==> src/hw/rtl/assert_macros.svh <==
`ifndef ASSERT_MACROS_SVH
`define ASSERT_MACROS_SVH

// check a property on every clock edge outside reset
`define ASSERT_ALWAYS(name, prop, msg) \
	name: assert property (@(posedge clk) disable iff (!arst_n) (prop)) else $error(msg);

// check that a condition is followed by another in the next cycle
`define ASSERT_NEXT(name, pre, post, msg) \
	name: assert property (@(posedge clk) disable iff (!arst_n) (pre) |=> (post)) \
		else $error(msg);

`endif

==> src/hw/rtl/glzw_pkg.sv <==
`timescale 1ns / 1ps

package glzw_pkg;

	localparam int MAX_CODE_BITS_DEF = 12;
	localparam int HASH_SIZE_DEF     = 5003;
	localparam int BLOCK_LIMIT_DEF   = 254;
	localparam int CODE_W            = 12;
	localparam logic [3:0] START_WIDTH_RST = 4'd9;
	localparam logic [3:0] WIDTH_MIN = 4'd3;
	localparam logic [3:0] WIDTH_MAX = 4'd9;

	typedef enum logic [1:0] {
		PK_PUT = 2'd0,
		PK_PAD = 2'd1,
		PK_END = 2'd2
	} pk_kind_t;

	typedef struct packed {
		logic              valid;
		pk_kind_t          kind;
		logic [CODE_W-1:0] code;
		logic [3:0]        width;
		logic              final_img;
	} pk_cmd_t;

	typedef struct packed {
		logic [CODE_W-1:0] code;
		logic [CODE_W-1:0] prefix;
		logic [7:0]        suffix;
	} dict_entry_t;

	typedef struct packed {
		logic [7:0] out_byte;
		logic [7:0] block_position;
		logic       block_close;
		logic       image_done;
		logic       run_last;
	} byte_item_t;

	function automatic logic [3:0] clamp_width(input logic [3:0] w, input int cb);
		logic [3:0] r;
		r = w;
		if (r < WIDTH_MIN) r = WIDTH_MIN;
		if (r > WIDTH_MAX) r = WIDTH_MAX;
		if (r > 4'(cb - 1)) r = 4'(cb - 1);
		return r;
	endfunction

endpackage

==> src/hw/rtl/glzw_ifs.sv <==


interface glzw_byte_if;
	logic       valid;
	logic       ready;
	logic [7:0] out_byte;
	logic [7:0] block_position;
	logic       block_close;
	logic       image_done;
	logic       run_last;
	modport source (output valid, output out_byte, output block_position, output block_close,
		output image_done, output run_last, input ready);
	modport sink (input valid, input out_byte, input block_position, input block_close,
		input image_done, input run_last, output ready);
endinterface

==> src/hw/rtl/glzw_packer.sv <==
`timescale 1ns / 1ps
`include "assert_macros.svh"

module glzw_packer import glzw_pkg::*; #(
	parameter int BLOCK_LIMIT = BLOCK_LIMIT_DEF
) (
	input  logic               clk,
	input  logic               arst_n,
	input  pk_cmd_t            cmd,
	output logic               cmd_ready,
	glzw_byte_if.source        byte_ch
);

	logic [19:0] accum_q;
	logic [4:0]  fill_q;
	logic [7:0]  bf_q;
	logic        held_v_q;
	byte_item_t  held_q;
	logic        out_v_q;
	byte_item_t  out_q;

	logic        out_free;
	logic        emit;
	logic        end_go;
	logic        put_go;
	logic        pad_go;
	logic        move;
	logic [7:0]  bf_inc;
	byte_item_t  new_byte;
	byte_item_t  held_fin;

	assign out_free = !out_v_q || byte_ch.ready;
	assign emit     = (fill_q >= 5'd8) && (!held_v_q || out_free);
	assign cmd_ready = (fill_q < 5'd8) && (cmd.kind != PK_END || !held_v_q || out_free);
	assign end_go   = cmd.valid && cmd_ready && cmd.kind == PK_END;
	assign put_go   = cmd.valid && cmd_ready && cmd.kind == PK_PUT;
	assign pad_go   = cmd.valid && cmd_ready && cmd.kind == PK_PAD;
	assign move     = held_v_q && (emit || end_go);
	assign bf_inc   = bf_q + 8'd1;

	always_comb begin
		new_byte.out_byte       = accum_q[7:0];
		new_byte.block_position = bf_inc;
		new_byte.block_close    = bf_inc >= 8'(BLOCK_LIMIT);
		new_byte.image_done     = 1'b0;
		new_byte.run_last       = 1'b0;
		held_fin = held_q;
		if (end_go) begin
			held_fin.run_last = 1'b1;
			if (cmd.final_img) begin
				held_fin.block_close = 1'b1;
				held_fin.image_done  = 1'b1;
			end
		end
	end

	always_ff @(posedge clk or negedge arst_n) begin
		if (!arst_n) begin
			accum_q  <= '0;
			fill_q   <= '0;
			bf_q     <= '0;
			held_v_q <= 1'b0;
			out_v_q  <= 1'b0;
		end else begin
			if (emit) begin
				accum_q  <= accum_q >> 8;
				fill_q   <= fill_q - 5'd8;
				held_v_q <= 1'b1;
				bf_q     <= new_byte.block_close ? 8'd0 : bf_inc;
			end else if (put_go) begin
				accum_q <= accum_q | (20'(cmd.code) << fill_q);
				fill_q  <= fill_q + 5'(cmd.width);
			end else if (pad_go) begin
				if (fill_q != 5'd0) fill_q <= 5'd8;
			end else if (end_go) begin
				held_v_q <= 1'b0;
				if (cmd.final_img) begin
					bf_q    <= '0;
					accum_q <= '0;
					fill_q  <= '0;
				end
			end
			if (move) begin
				out_v_q <= 1'b1;
			end else if (byte_ch.ready) begin
				out_v_q <= 1'b0;
			end
		end
	end

	always_ff @(posedge clk) begin
		if (emit) held_q <= new_byte;
		if (move) out_q <= held_fin;
	end

	assign byte_ch.valid          = out_v_q;
	assign byte_ch.out_byte       = out_q.out_byte;
	assign byte_ch.block_position = out_q.block_position;
	assign byte_ch.block_close    = out_q.block_close;
	assign byte_ch.image_done     = out_q.image_done;
	assign byte_ch.run_last       = out_q.run_last;

	`ASSERT_ALWAYS(a_fill_range, fill_q < 5'd20, "bit fill out of range")
	`ASSERT_ALWAYS(a_block_range, bf_q < 8'(BLOCK_LIMIT), "block fill past limit")
	`ASSERT_NEXT(a_end_flush, end_go, !held_v_q, "held byte not flushed at end")

endmodule

==> src/flat_wrapper.sv <==
// flat-port wrapper written by rule: the top's interface ports become plain ports
module glzw_packer_flat import glzw_pkg::*;
#(
	parameter int BLOCK_LIMIT = BLOCK_LIMIT_DEF
)
  (clk, arst_n, cmd, cmd_ready, byte_ch_valid, byte_ch_out_byte, byte_ch_block_position, byte_ch_block_close, byte_ch_image_done, byte_ch_run_last, byte_ch_ready);
  glzw_byte_if byte_ch_i ();
  input  logic clk;
  input  logic arst_n;
  input  pk_cmd_t cmd;
  output logic cmd_ready;
  output wire logic [$bits(byte_ch_i.valid)-1:0] byte_ch_valid;
  output wire logic [$bits(byte_ch_i.out_byte)-1:0] byte_ch_out_byte;
  output wire logic [$bits(byte_ch_i.block_position)-1:0] byte_ch_block_position;
  output wire logic [$bits(byte_ch_i.block_close)-1:0] byte_ch_block_close;
  output wire logic [$bits(byte_ch_i.image_done)-1:0] byte_ch_image_done;
  output wire logic [$bits(byte_ch_i.run_last)-1:0] byte_ch_run_last;
  input wire logic [$bits(byte_ch_i.ready)-1:0] byte_ch_ready;
  assign byte_ch_valid = byte_ch_i.valid;
  assign byte_ch_out_byte = byte_ch_i.out_byte;
  assign byte_ch_block_position = byte_ch_i.block_position;
  assign byte_ch_block_close = byte_ch_i.block_close;
  assign byte_ch_image_done = byte_ch_i.image_done;
  assign byte_ch_run_last = byte_ch_i.run_last;
  assign byte_ch_i.ready = byte_ch_ready;
  glzw_packer #(.BLOCK_LIMIT(BLOCK_LIMIT)) u_core (.clk(clk), .arst_n(arst_n), .cmd(cmd), .cmd_ready(cmd_ready), .byte_ch(byte_ch_i));
endmodule
==> config.mk <==
export PLATFORM = sky130hd
export DESIGN_NAME = glzw_packer_flat
export DESIGN_NICKNAME = d
export VERILOG_FILES = /design/src/hw/rtl/glzw_pkg.sv /design/src/hw/rtl/glzw_ifs.sv /design/src/hw/rtl/glzw_packer.sv /design/src/flat_wrapper.sv
export VERILOG_INCLUDE_DIRS = /design/src /design/src/hw/rtl
export SDC_FILE = /design/constraint.sdc
export NUM_CORES = 1
export LEC_CHECK = 0
export BUFFER_PORTS_ARGS = -buffer_cell sky130_fd_sc_hd__buf_4
export CORE_UTILIZATION = 43
export DETAILED_ROUTE_END_ITERATION = 8
export GPL_TIMING_DRIVEN = 0
export SYNTH_ARGS = -nofsm -noshare
export SYNTH_HDL_FRONTEND = slang
export SYNTH_SLANG_ARGS = --single-unit
==> constraint.sdc <==
create_clock -name clk -period 5.85 [get_ports clk]
set_input_delay 0 -clock clk [delete_from_list [all_inputs] [get_ports clk]]
set_output_delay 0 -clock clk [all_outputs]
set_load 0.01 [all_outputs]
==> flow_summary.yaml, run 1 <==
clock_tree:
  cts_inserted_buffers: 9
  ctsRootBufferMaster: "sky130_fd_sc_hd__clkbuf_8"
  cts_buffer_depth: 2
  cts_tree: "done"
  numClockSinks: 71
  cts_resized: 0
  insertion_delay_to_the_later_sink_of_the_worst_skew_pair_ns: 0.33
  clock_slew_at_the_register_clock_pins_of_the_worst_setup_and_hold_paths_ns: 0.07
  clock_tree.htree_level_count: 3
routing:
  detail_route.wl_per_cell_um: 17.1
  drc_violation_count_after_routing: 0
  ant_nets: 0
  drt-vias-per-instance: 5.77
  drtPass1Iterations: 4
  num_vias: 2766
  postRouteWirelength_um: 8180
  initialDrtViolationCount: 138
logic_synthesis:
  yosys_warnings: 0
  synth_top_area_frac: 0.292
  syn-cell-area_mm2: 0.00370
  synth-adder-area-share: 0.0291
  avgSynthCellArea_um2: 11.9
  synthMuxAreaShare: 0.0937
  synth_xor_xnor_area_share: 0.0189
  netlist_top_cells_count: "36 x sky130_fd_sc_hd__edfxtp_1, 35 x sky130_fd_sc_hd__dfrtp_1, 21 x sky130_fd_sc_hd__nand2_1, 21 x sky130_fd_sc_hd__o21ai_0, 14 x sky130_fd_sc_hd__inv_1"
  synth_simple_gate_area_frac: 0.129
  yosys_register_bits: 71
  async_set_or_reset_register_ratio_after_synthesis: 0.493
  yosysTopAreaCell: "sky130_fd_sc_hd__edfxtp_1"
  synth_most_common_cell: "sky130_fd_sc_hd__edfxtp_1"
  synth.area.top_cells: "sky130_fd_sc_hd__edfxtp_1 29%, sky130_fd_sc_hd__dfrtp_1 24%, sky130_fd_sc_hd__mux4_2 3.7%"
  synth_enable_flop_cells: 36
  post_synth_inst_count: 312
  synth_compound_gate_area_share: 0.163
  yosys.cell_types.count: 59
  mappedNetlistNets: 343
  largest_family_of_logic_cells_by_synthesized_area: "compound AO/OA/AOI/OAI gates"
  synth_ff_type: "sky130_fd_sc_hd__edfxtp_1"
  synth_seq_area_share: 0.529
global_routing:
  vias_in_the_first_global_route: 2636
  grtUsageTotal: 0.204
  initial_antenna_violation_count: 0
  grt_overflow_total: 0
  first_pass_grt_wire_length_um: 13800
  grt_start_max_net_pins: 36
floorplanning:
  core_area_mm2: 0.00826
  chipHeight_um: 94.8
  die_w_um: 94.8
  initial_core_utilization: 0.448
  die_area_mm2: 0.00898
  top_level_ports: 44
  floorplan.rows: 33
pwr:
  cellLeakagePower_nw: 1.84
  vdd_ir_drop_max_v: 0.000169
  powerDensity_mw_per_mm2: 510
cells_and_area:
  insertedDiodeCount: 0
  final.fill_count: 758
  flow.area_growth_from_synthesis_pct: 18.4
  drive_gt1_frac: 0.217
  finalNonFillerCells: 479
  post-route-util: 0.530
  design.final.nets: 400
critical_path:
  critical_path.startpoint: "u_core.fill_q[3]$_DFFE_PN0P_"
  cp_max_fo: 26
  critPathKind: "register to register"
  worst-endpoint-arrival_ns: 3.84
  rr_worst_depth: 10
  cp-start-kind: "register"
  worstSetupEndpointType: "register"
  critical_path.reg2reg.startpoint: "u_core.fill_q[3]$_DFFE_PN0P_"
  crit_required_ns: 5.81
sta:
  timing.slew.headroom: 0.370
  final.setup.tns_ns: 0
  timing.clock.skew_ns: 0.00599
  grt_setup_unrepaired: "no"
  fin_hold_ws_ns: 0.0198
  min_period_over_period: 0.664
  finalHoldViolCount: 0
  worst_pin_slew_ns: 0.945
  finalSetupViolCount: 0
  fmax_mhz: 257
  timing_max_transition_violations_final: 0
  timing.final.crit_period_ns: 3.88
status:
  outcome: "finished clean"
worst_hold_path:
  worst_hold_path_type: "primary input to register"
  hold_path_startpoint: "cmd[1]"
  min_delay_path_depth: 3
placed_design:
  dp_hpwl_um: 5930
  dp.cells: 460
  io_buffer_count: 43
  gp_routability_congestion: 0.927
run:
  maxCapViolations: 0
## critical path, stage by stage, from the launching register on
cell and delay, ns:
sky130_fd_sc_hd__dfrtp_1 0.36, sky130_fd_sc_hd__clkbuf_1 0.42, sky130_fd_sc_hd__inv_1 0.11, sky130_fd_sc_hd__clkbuf_1 0.29, sky130_fd_sc_hd__ha_1 0.35, sky130_fd_sc_hd__inv_1 0.16
sky130_fd_sc_hd__nand2_1 0.13, sky130_fd_sc_hd__clkinv_1 0.22, sky130_fd_sc_hd__clkbuf_2 0.57, sky130_fd_sc_hd__nor2_1 0.13, sky130_fd_sc_hd__nor2_2 0.74
## cells by family (layout without fill, tap and decap cells)
logic type,after synthesis,count (layout)
mux,23,23
simple gates,86,86
compound gates,84,84
buf+inv,32,94
xor+xnor,8,8
fa+ha+maj,8,8
flops,71,71
## area by class of cell
class                           instances  area [um^2]  share of cell area
Multi-Input combinational cell        209         1610               0.367
Clock inverter                          4         46.3              0.0106
Inverter                               15         56.3              0.0129
Clock buffer                           12          145              0.0331
Sequential cell                        71         1960               0.447
Tap cell                              105          131              0.0300
Buffer                                 17         85.1              0.0194
Timing Repair Buffer                   46          353              0.0806
## sequential cells by signal, indices dropped and copies added, names as in the netlist
signal                         flops
u_core.accum_q                    20
u_core.held_fin                   16
u_core.bf_q                        8
u_core.byte_ch.block_position      8
u_core.byte_ch.out_byte            8
u_core.fill_q                      5
u_core.byte_ch.block_close         1
u_core.byte_ch.image_done          1
u_core.byte_ch.run_last            1
u_core.byte_ch.valid               1
u_core.held_q                      1
u_core.held_v_q                    1
## what timing repair did
action	CTS	global route
hold buffers	3	0
endpoints found under the setup margin	0	0
hold endpoints to repair	37	0
buffers inserted	0	0
## layer usage
metal | global-route usage | share of wire | up-vias
li1 | - | - | 1313
met1 | 0.290 | 0.47 | 1352
met2 | 0.310 | 0.47 | 85
met3 | 0.0290 | 0.044 | 16
met4 | 0.0896 | 0.018 | 0
met5 | 0 | 0 | -
## worst paths after layout
kind                                                   endpoint  slack, ns
min in group asynchronous         u_core.accum_q[7]$_DFFE_PN0P_       0.17
max reg2reg                u_core.byte_ch.out_byte[3]$_DFFE_PP_       1.97
max                        u_core.byte_ch.out_byte[3]$_DFFE_PP_       1.97
min                                u_core.fill_q[0]$_DFFE_PN0P_       0.02
max in group asynchronous        u_core.accum_q[19]$_DFFE_PN0P_       5.36
min reg2reg                u_core.byte_ch.out_byte[0]$_DFFE_PP_       0.42
## through the flow
stage          worst slack (ns)  power (mW)  area (um^2)
2_1_floorplan              2.30        1.52         3700
3_3_place_gp               1.09        1.84         4150
3_5_place_dp               1.42        1.86         4160
4_1_cts                    1.42        2.25         4380
5_1_grt                    1.62        2.40         4380
6_report                   1.97        2.23         4380
## report_power, final
group	internal [mW]	total (mW)	switching (mW)	leakage, nW
clock network	0.207	0.377	0.170	0.0940
logic	0.399	0.981	0.583	0.920
registers	0.787	0.875	0.0879	0.822
## placed cells by master (no fill, tap or decap), types with 6 or more instances in the layout
cell,instances
sky130_fd_sc_hd__ha_1,7
sky130_fd_sc_hd__buf_4,44
sky130_fd_sc_hd__nor2_1,12
sky130_fd_sc_hd__edfxtp_1,36
sky130_fd_sc_hd__a31oi_1,6
sky130_fd_sc_hd__mux4_2,6
sky130_fd_sc_hd__a21oi_1,6
sky130_fd_sc_hd__dfrtp_1,35
sky130_fd_sc_hd__clkbuf_1,8
sky130_fd_sc_hd__clkbuf_8,10
sky130_fd_sc_hd__buf_2,7
sky130_fd_sc_hd__o21ai_0,21
sky130_fd_sc_hd__nand3_1,9
sky130_fd_sc_hd__nand2_1,21
sky130_fd_sc_hd__inv_1,14
sky130_fd_sc_hd__mux2i_1,11
sky130_fd_sc_hd__a22o_1,7
sky130_fd_sc_hd__a22oi_1,13
Note: power is estimated with default switching activity, not from simulation.
==> run 2: changes to the inputs <==
--- a/config.mk
+++ b/config.mk
@@ -6,6 +6,7 @@
 export SDC_FILE = /design/constraint.sdc
 export NUM_CORES = 1
 export LEC_CHECK = 0
+export ABC_AREA = 1
 export BUFFER_PORTS_ARGS = -buffer_cell sky130_fd_sc_hd__buf_4
 export CORE_UTILIZATION = 43
 export DETAILED_ROUTE_END_ITERATION = 8
==> constraint.sdc (replaced) <==
create_clock -name clk -period 4 [get_ports clk]
set_input_delay 0 -clock clk [delete_from_list [all_inputs] [get_ports clk]]
set_output_delay 0 -clock clk [all_outputs]
set_load 0.01 [all_outputs]
==> flow_summary.yaml, run 2 <==
status:
  outcome: "finished clean"
clock_tree:
  numClockSinks: 71
  ctsRootBufferMaster: "sky130_fd_sc_hd__clkbuf_8"
  cts_inserted_buffers: 9
  postCtsSetupRepairBufs: 0
  clock_tree.htree_level_count: 3
  insertion_delay_to_the_later_sink_of_the_worst_skew_pair_ns: 0.35
  clock_slew_at_the_register_clock_pins_of_the_worst_setup_and_hold_paths_ns: 0.08
  cts_tree: "done"
  cts_buffer_depth: 2
floorplanning:
  die_w_um: 94.9
  top_level_ports: 44
  die_area_mm2: 0.00900
  core_area_mm2: 0.00830
  chipHeight_um: 94.9
  floorplan.rows: 33
  initial_core_utilization: 0.447
critical_path:
  path_common_cell: "sky130_fd_sc_hd__inv_1"
  cpPeakStageDelay_ns: 0.45
  rr_worst_depth: 9
  path_delay_family: "buffers and inverters"
  crit_chain: "clkbuf_1, inv_2, ha_1, inv_1, nand2_2, nand2_1, inv_1, nor2_1, buf_4"
  worst-path-buf-inv: 5
  worst-endpoint-arrival_ns: 2.82
  critPathKind: "register to register"
  crit_required_ns: 4.05
  cpMaxStageDelayCell: "sky130_fd_sc_hd__nor2_1"
  cp_max_fo: 13
  worstSetupEndpointType: "register"
  cp-start-kind: "register"
  timing.critical_path.depth: 9
logic_synthesis:
  synth.area.top_cells: "sky130_fd_sc_hd__edfxtp_1 29%, sky130_fd_sc_hd__dfrtp_1 24%, sky130_fd_sc_hd__nand2_1 17%"
  netlist_top_cells_count: "167 x sky130_fd_sc_hd__nand2_1, 69 x sky130_fd_sc_hd__nand3_1, 36 x sky130_fd_sc_hd__edfxtp_1"
  async_set_or_reset_register_ratio_after_synthesis: 0.493
  yosys.cell_types.count: 33
  synth_enable_flop_cells: 36
  post_synth_inst_count: 444
  yosysTopAreaCell: "sky130_fd_sc_hd__edfxtp_1"
  synth_ff_type: "sky130_fd_sc_hd__edfxtp_1"
  syn-cell-area_mm2: 0.00371
  synth_seq_area_share: 0.527
  synth_top_area_frac: 0.291
  yosys_register_bits: 71
  yosys_warnings: 0
  avgSynthCellArea_um2: 8.36
  synth_most_common_cell: "sky130_fd_sc_hd__nand2_1"
  mappedNetlistNets: 475
worst_hold_path:
  min_delay_path_depth: 3
  worst_hold_path_type: "primary input to register"
cells_and_area:
  design.final.nets: 533
  layout_common_cells: "167 x sky130_fd_sc_hd__nand2_1, 69 x sky130_fd_sc_hd__nand3_1, 46 x sky130_fd_sc_hd__buf_4"
  multiInputGateArea_mm2: 0.00151
  final.fill_count: 799
  final_common_cell: "sky130_fd_sc_hd__nand2_1"
  register_with_the_most_flip_flops: "u_core.accum_q"
  final_area_mm2: 0.00439
  drive_gt1_frac: 0.178
  flow.area_growth_from_synthesis_pct: 18.2
  insertedDiodeCount: 0
  final-seq-area_mm2: 0.00196
  largest_reg_flops: 20
  post-route-util: 0.528
sta:
  timing_max_transition_violations_final: 0
  timing.slew.headroom: 0.476
  finalHoldViolCount: 0
  worst_pin_slew_ns: 0.781
  timing.clock.skew_ns: 0.00983
  timing.final.crit_period_ns: 2.77
  grt_setup_unrepaired: "no"
  fin_hold_ws_ns: 0.0251
  min_period_over_period: 0.693
  fmax_mhz: 361
  final.setup.tns_ns: 0
  finalSetupViolCount: 0
pwr:
  share_comb_of_total_power: 0.449
  cellLeakagePower_nw: 2.15
  power.net_switching_mw: 1.45
  powerDensity_mw_per_mm2: 776
  share_seq_of_total_power: 0.394
  power.share.clock: 0.156
  p_total_mw: 3.40
  intPower_mw: 1.96
  vdd_ir_drop_max_v: 0.000268
  netSwitchingFraction: 0.426
routing:
  initialDrtViolationCount: 113
  drtPass1Iterations: 4
  postRouteWirelength_um: 8210
  drt-vias-per-instance: 5.02
  ant_nets: 0
  num_vias: 3073
  detail_route.wl_per_cell_um: 13.4
  drc_violation_count_after_routing: 0
run:
  maxCapViolations: 0
placed_design:
  instance_area_after_placement_mm2: 0.00417
  gp_routability_congestion: 0.965
  dp_hpwl_um: 6200
  io_buffer_count: 43
global_routing:
  grt_overflow_total: 0
  vias_in_the_first_global_route: 2820
  grtUsageTotal: 0.203
  initial_antenna_violation_count: 0
  grt_start_max_net_pins: 36
  first_pass_grt_wire_length_um: 13800
==> run 2: power by group through the flow <==
stage	sequential [mW]	clock (mW)	combinational (mW)
floorplan	1.38	0	0.981
CTS	1.35	0.551	1.53
detailed placement	1.36	0	1.52
finish	1.34	0.532	1.53
global placement	1.35	0	1.50
global route	1.38	0.582	1.74
==> run 2: layout make-up <==
cell class,count,area share
clock buffer,9,0.0282
buffer,14,0.0168
timing repair buffer,47,0.0822
tap,105,0.0300
inverter,46,0.0394
clock inverter,7,0.0137
multi-input combinational,313,0.344
sequential,71,0.446
==> run 2: cells by family (layout without fill, tap and decap cells) <==
| group | after synthesis | after routing | share of synthesized area |
|---|---|---|---|
| fa+ha+maj | 8 | 8 | 0.0290 |
| xor+xnor | 1 | 1 | 0.00236 |
| flops | 71 | 71 | 0.527 |
| compound gates | 36 | 36 | 0.0644 |
| simple gates | 268 | 268 | 0.310 |
| buf+inv | 60 | 123 | 0.0664 |
==> run 2: metrics by stage <==
stage / setup slack [ns] / cells
after floorplan: 1.50 / 444
final: 1.23 / 612
after global placement: 0.894 / 592
after detailed placement: 1.23 / 593
after global routing: 0.951 / 612
after CTS: 1.21 / 612
==> run 2: path summary, 6_finish.rpt <==
kind | startpoint | end | slack, ns
worst min register to register | u_core.held_fin[17]$_DFFE_PP_ | u_core.byte_ch.out_byte[6]$_DFFE_PP_ | 0.42
worst max register to register | u_core.fill_q[4]$_DFFE_PN0P_ | u_core.byte_ch.out_byte[2]$_DFFE_PP_ | 1.23
worst max-delay path | u_core.fill_q[4]$_DFFE_PN0P_ | u_core.byte_ch.out_byte[2]$_DFFE_PP_ | 1.23
min in group asynchronous | arst_n | u_core.bf_q[1]$_DFFE_PN0P_ | 0.14
max in group asynchronous | arst_n | u_core.accum_q[3]$_DFFE_PN0P_ | 3.53
worst min-delay path | cmd[0] | u_core.byte_ch.image_done$_SDFFCE_PN0P_ | 0.03
==> run 2: per-layer routing <==
layer  part of all wire  up-vias  track usage  wire length [um]
li1                   -     1577            -                 -
met1               0.51     1416        0.297              4180
met2               0.44       71        0.300              3580
met3              0.043        9       0.0459               356
met4              0.011        0       0.0556                94
met5                  0        -            0                 0
==> run 2: worst register-to-register path, stage by stage (launching register included) <==
cell                       delay [ns]
sky130_fd_sc_hd__dfrtp_1         0.34
sky130_fd_sc_hd__clkbuf_1        0.36
sky130_fd_sc_hd__inv_2           0.20
sky130_fd_sc_hd__ha_1            0.27
sky130_fd_sc_hd__inv_1           0.10
sky130_fd_sc_hd__nand2_2         0.18
sky130_fd_sc_hd__nand2_1         0.19
sky130_fd_sc_hd__inv_1           0.07
sky130_fd_sc_hd__nor2_1          0.45
sky130_fd_sc_hd__buf_4           0.32
==> run 2: what timing repair did <==
| item | CTS | global route |
|---|---|---|
| hold buffers | 3 | 0 |
| hold endpoints to repair | 37 | 0 |
| resized for setup | 0 | 0 |
==> run 3: changes to the inputs <==
==> constraint.sdc (replaced) <==
create_clock -name clk -period 2.45 [get_ports clk]
set_input_delay 0 -clock clk [delete_from_list [all_inputs] [get_ports clk]]
set_output_delay 0 -clock clk [all_outputs]
set_load 0.01 [all_outputs]
==> flow_summary.yaml, run 3 (synthesized netlist as in run 2, its figures left out) <==
clock_tree:
  cts_buffer_depth: 2
  ctsRootBufferMaster: "sky130_fd_sc_hd__clkbuf_8"
  cts_tree: "done"
  numClockSinks: 71
  insertion_delay_to_the_later_sink_of_the_worst_skew_pair_ns: 0.35
  clock_slew_at_the_register_clock_pins_of_the_worst_setup_and_hold_paths_ns: 0.08
  cts_inserted_buffers: 9
  clock_tree.htree_level_count: 3
worst_hold_path:
  min_delay_path_depth: 3
  worst_hold_path_type: "primary input to register"
pwr:
  vdd_ir_drop_max_v: 0.000424
  p_total_mw: 5.62
  share_comb_of_total_power: 0.446
  powerDensity_mw_per_mm2: 1280
  power.share.clock: 0.157
  cellLeakagePower_nw: 2.16
  power.net_switching_mw: 2.39
  intPower_mw: 3.23
  share_seq_of_total_power: 0.397
  netSwitchingFraction: 0.426
routing:
  detail_route.wl_per_cell_um: 13.7
  initialDrtViolationCount: 164
  drtPass1Iterations: 4
  ant_nets: 0
  drt-vias-per-instance: 5.01
  postRouteWirelength_um: 8390
  num_vias: 3056
  drc_violation_count_after_routing: 0
sta:
  fmax_mhz: 471
  timing.clock.skew_ns: 0.0109
  min_period_over_period: 0.866
  timing.slew.headroom: 0.631
  fin_hold_ws_ns: 0.0548
  finalHoldViolCount: 0
  finalWorstSetupSlack_ns: 0.327
  timing_max_transition_violations_final: 0
  timing.final.crit_period_ns: 2.12
  finalSetupViolCount: 0
  grt_setup_unrepaired: "no"
  worst_pin_slew_ns: 0.553
  final.setup.tns_ns: 0
cells_and_area:
  drive_gt1_frac: 0.182
  layout_common_cells: "167 x sky130_fd_sc_hd__nand2_1, 69 x sky130_fd_sc_hd__nand3_1, 45 x sky130_fd_sc_hd__buf_4"
  register_with_the_most_flip_flops: "u_core.accum_q"
  insertedDiodeCount: 0
  finalNonFillerCells: 610
  final_common_cell: "sky130_fd_sc_hd__nand2_1"
  final.fill_count: 802
  flow.area_growth_from_synthesis_pct: 18.7
  largest_reg_flops: 20
  design.final.nets: 531
critical_path:
  timing.critical_path.depth: 10
  cp_max_fo: 10
  timing.reg2reg.setup_slack_ns: 0.33
  path_common_cell: "sky130_fd_sc_hd__nand2_1"
  worstSetupEndpointType: "register"
  cpMaxStageDelayCell: "sky130_fd_sc_hd__dfrtp_1"
  critPathKind: "register to register"
  worst-path-buf-inv: 2
  path_delay_family: "simple AND/OR/NAND/NOR gates"
  rr_worst_depth: 10
  worst-endpoint-arrival_ns: 2.36
  critical_path.startpoint: "u_core.fill_q[3]$_DFFE_PN0P_"
  cp-start-kind: "register"
  critical_path.reg2reg.endpoint: "u_core.fill_q[2]$_DFFE_PN0P_"
  cpPeakStageDelay_ns: 0.49
  critical_path.reg2reg.startpoint: "u_core.fill_q[3]$_DFFE_PN0P_"
  crit_chain: "inv_1, ha_1, inv_1, nand2_2, nand2_1, nand2_1, a21boi_2, nand2_1, nand2_1, nand2_1"
  crit_required_ns: 2.69
  critPathCapture: "u_core.fill_q[2]$_DFFE_PN0P_"
global_routing:
  initial_antenna_violation_count: 0
  vias_in_the_first_global_route: 2787
  grt_start_max_net_pins: 36
  first_pass_grt_wire_length_um: 14100
  grtUsageTotal: 0.206
  grt_overflow_total: 0
floorplanning:
  die_w_um: 94.9
  chipHeight_um: 94.9
  top_level_ports: 44
  core_area_mm2: 0.00830
  floorplan.rows: 33
  initial_core_utilization: 0.447
  die_area_mm2: 0.00900
placed_design:
  io_buffer_count: 43
  gp_routability_congestion: 0.879
  dp_hpwl_um: 6300
  dpl_worst_slack_ns: -0.325
  dp.cells: 592
status:
  outcome: "finished clean"
run:
  maxCapViolations: 0
==> run 3: how the worst min path moves through the flow <==
stage	start	end	slack, ns
after floorplan	arst_n	u_core.accum_q[0]$_DFFE_PN0P_	-0.30
after global placement	arst_n	u_core.bf_q[6]$_DFFE_PN0P_	-0.003
final	cmd[0]	u_core.byte_ch.image_done$_SDFFCE_PN0P_	0.05
after CTS	cmd[0]	u_core.byte_ch.image_done$_SDFFCE_PN0P_	0.04
after global routing	cmd[0]	u_core.byte_ch.image_done$_SDFFCE_PN0P_	0.06
after detailed placement	arst_n	u_core.bf_q[1]$_DFFE_PN0P_	-0.00005
==> run 3: power by group through the flow <==
stage	registers, mW	clock network (mW)	logic, mW
3_5_place_dp	2.23	0	2.49
6_report	2.23	0.882	2.51
5_1_grt	2.30	0.964	2.84
2_1_floorplan	2.25	0	1.61
3_3_place_gp	2.21	0	2.45
4_1_cts	2.20	0.908	2.56
==> run 3: what timing repair did <==
action	CTS	global route
endpoints found under the hold margin	37	0
pin swaps	1	0
hold buffers	3	0
gates resized for setup	2	0
buffers inserted	1	0
endpoints found under the setup margin	44	29
==> run 3: area by class of cell <==
type / count / area [um^2] / share of cell area
plain buffers: 12 / 66.3 / 0.0151
clock buffers: 9 / 124 / 0.0281
clock inverters: 7 / 62.6 / 0.0142
well taps: 105 / 131 / 0.0298
flip-flops and latches: 71 / 1960 / 0.445
multi-input cells: 313 / 1510 / 0.344
repair buffers: 47 / 373 / 0.0847
inverters: 46 / 174 / 0.0395
==> run 3: through the flow <==
| step | utilization | cell area, um^2 |
|---|---|---|
| 2_1_floorplan | - | 3710 |
| 3_3_place_gp | 0.502 | 4170 |
| 3_5_place_dp | 0.502 | 4170 |
| 4_1_cts | 0.531 | 4410 |
| 5_1_grt | 0.530 | 4400 |
| 6_report | 0.530 | 4400 |
==> run 3: tightest hold or removal path: stages <==
cell and delay (ns):
sky130_fd_sc_hd__buf_4 0.11, sky130_fd_sc_hd__inv_1 0.06, sky130_fd_sc_hd__nor2_1 0.06
==> run 3: routing by layer <==
| metal | vias up | global-route usage | wire [um] |
|---|---|---|---|
| li1 | 1579 | - | - |
| met1 | 1391 | 0.308 | 4340 |
| met2 | 81 | 0.308 | 3620 |
| met3 | 5 | 0.0411 | 356 |
| met4 | 0 | 0.0455 | 63 |
| met5 | - | 0 | 0 |
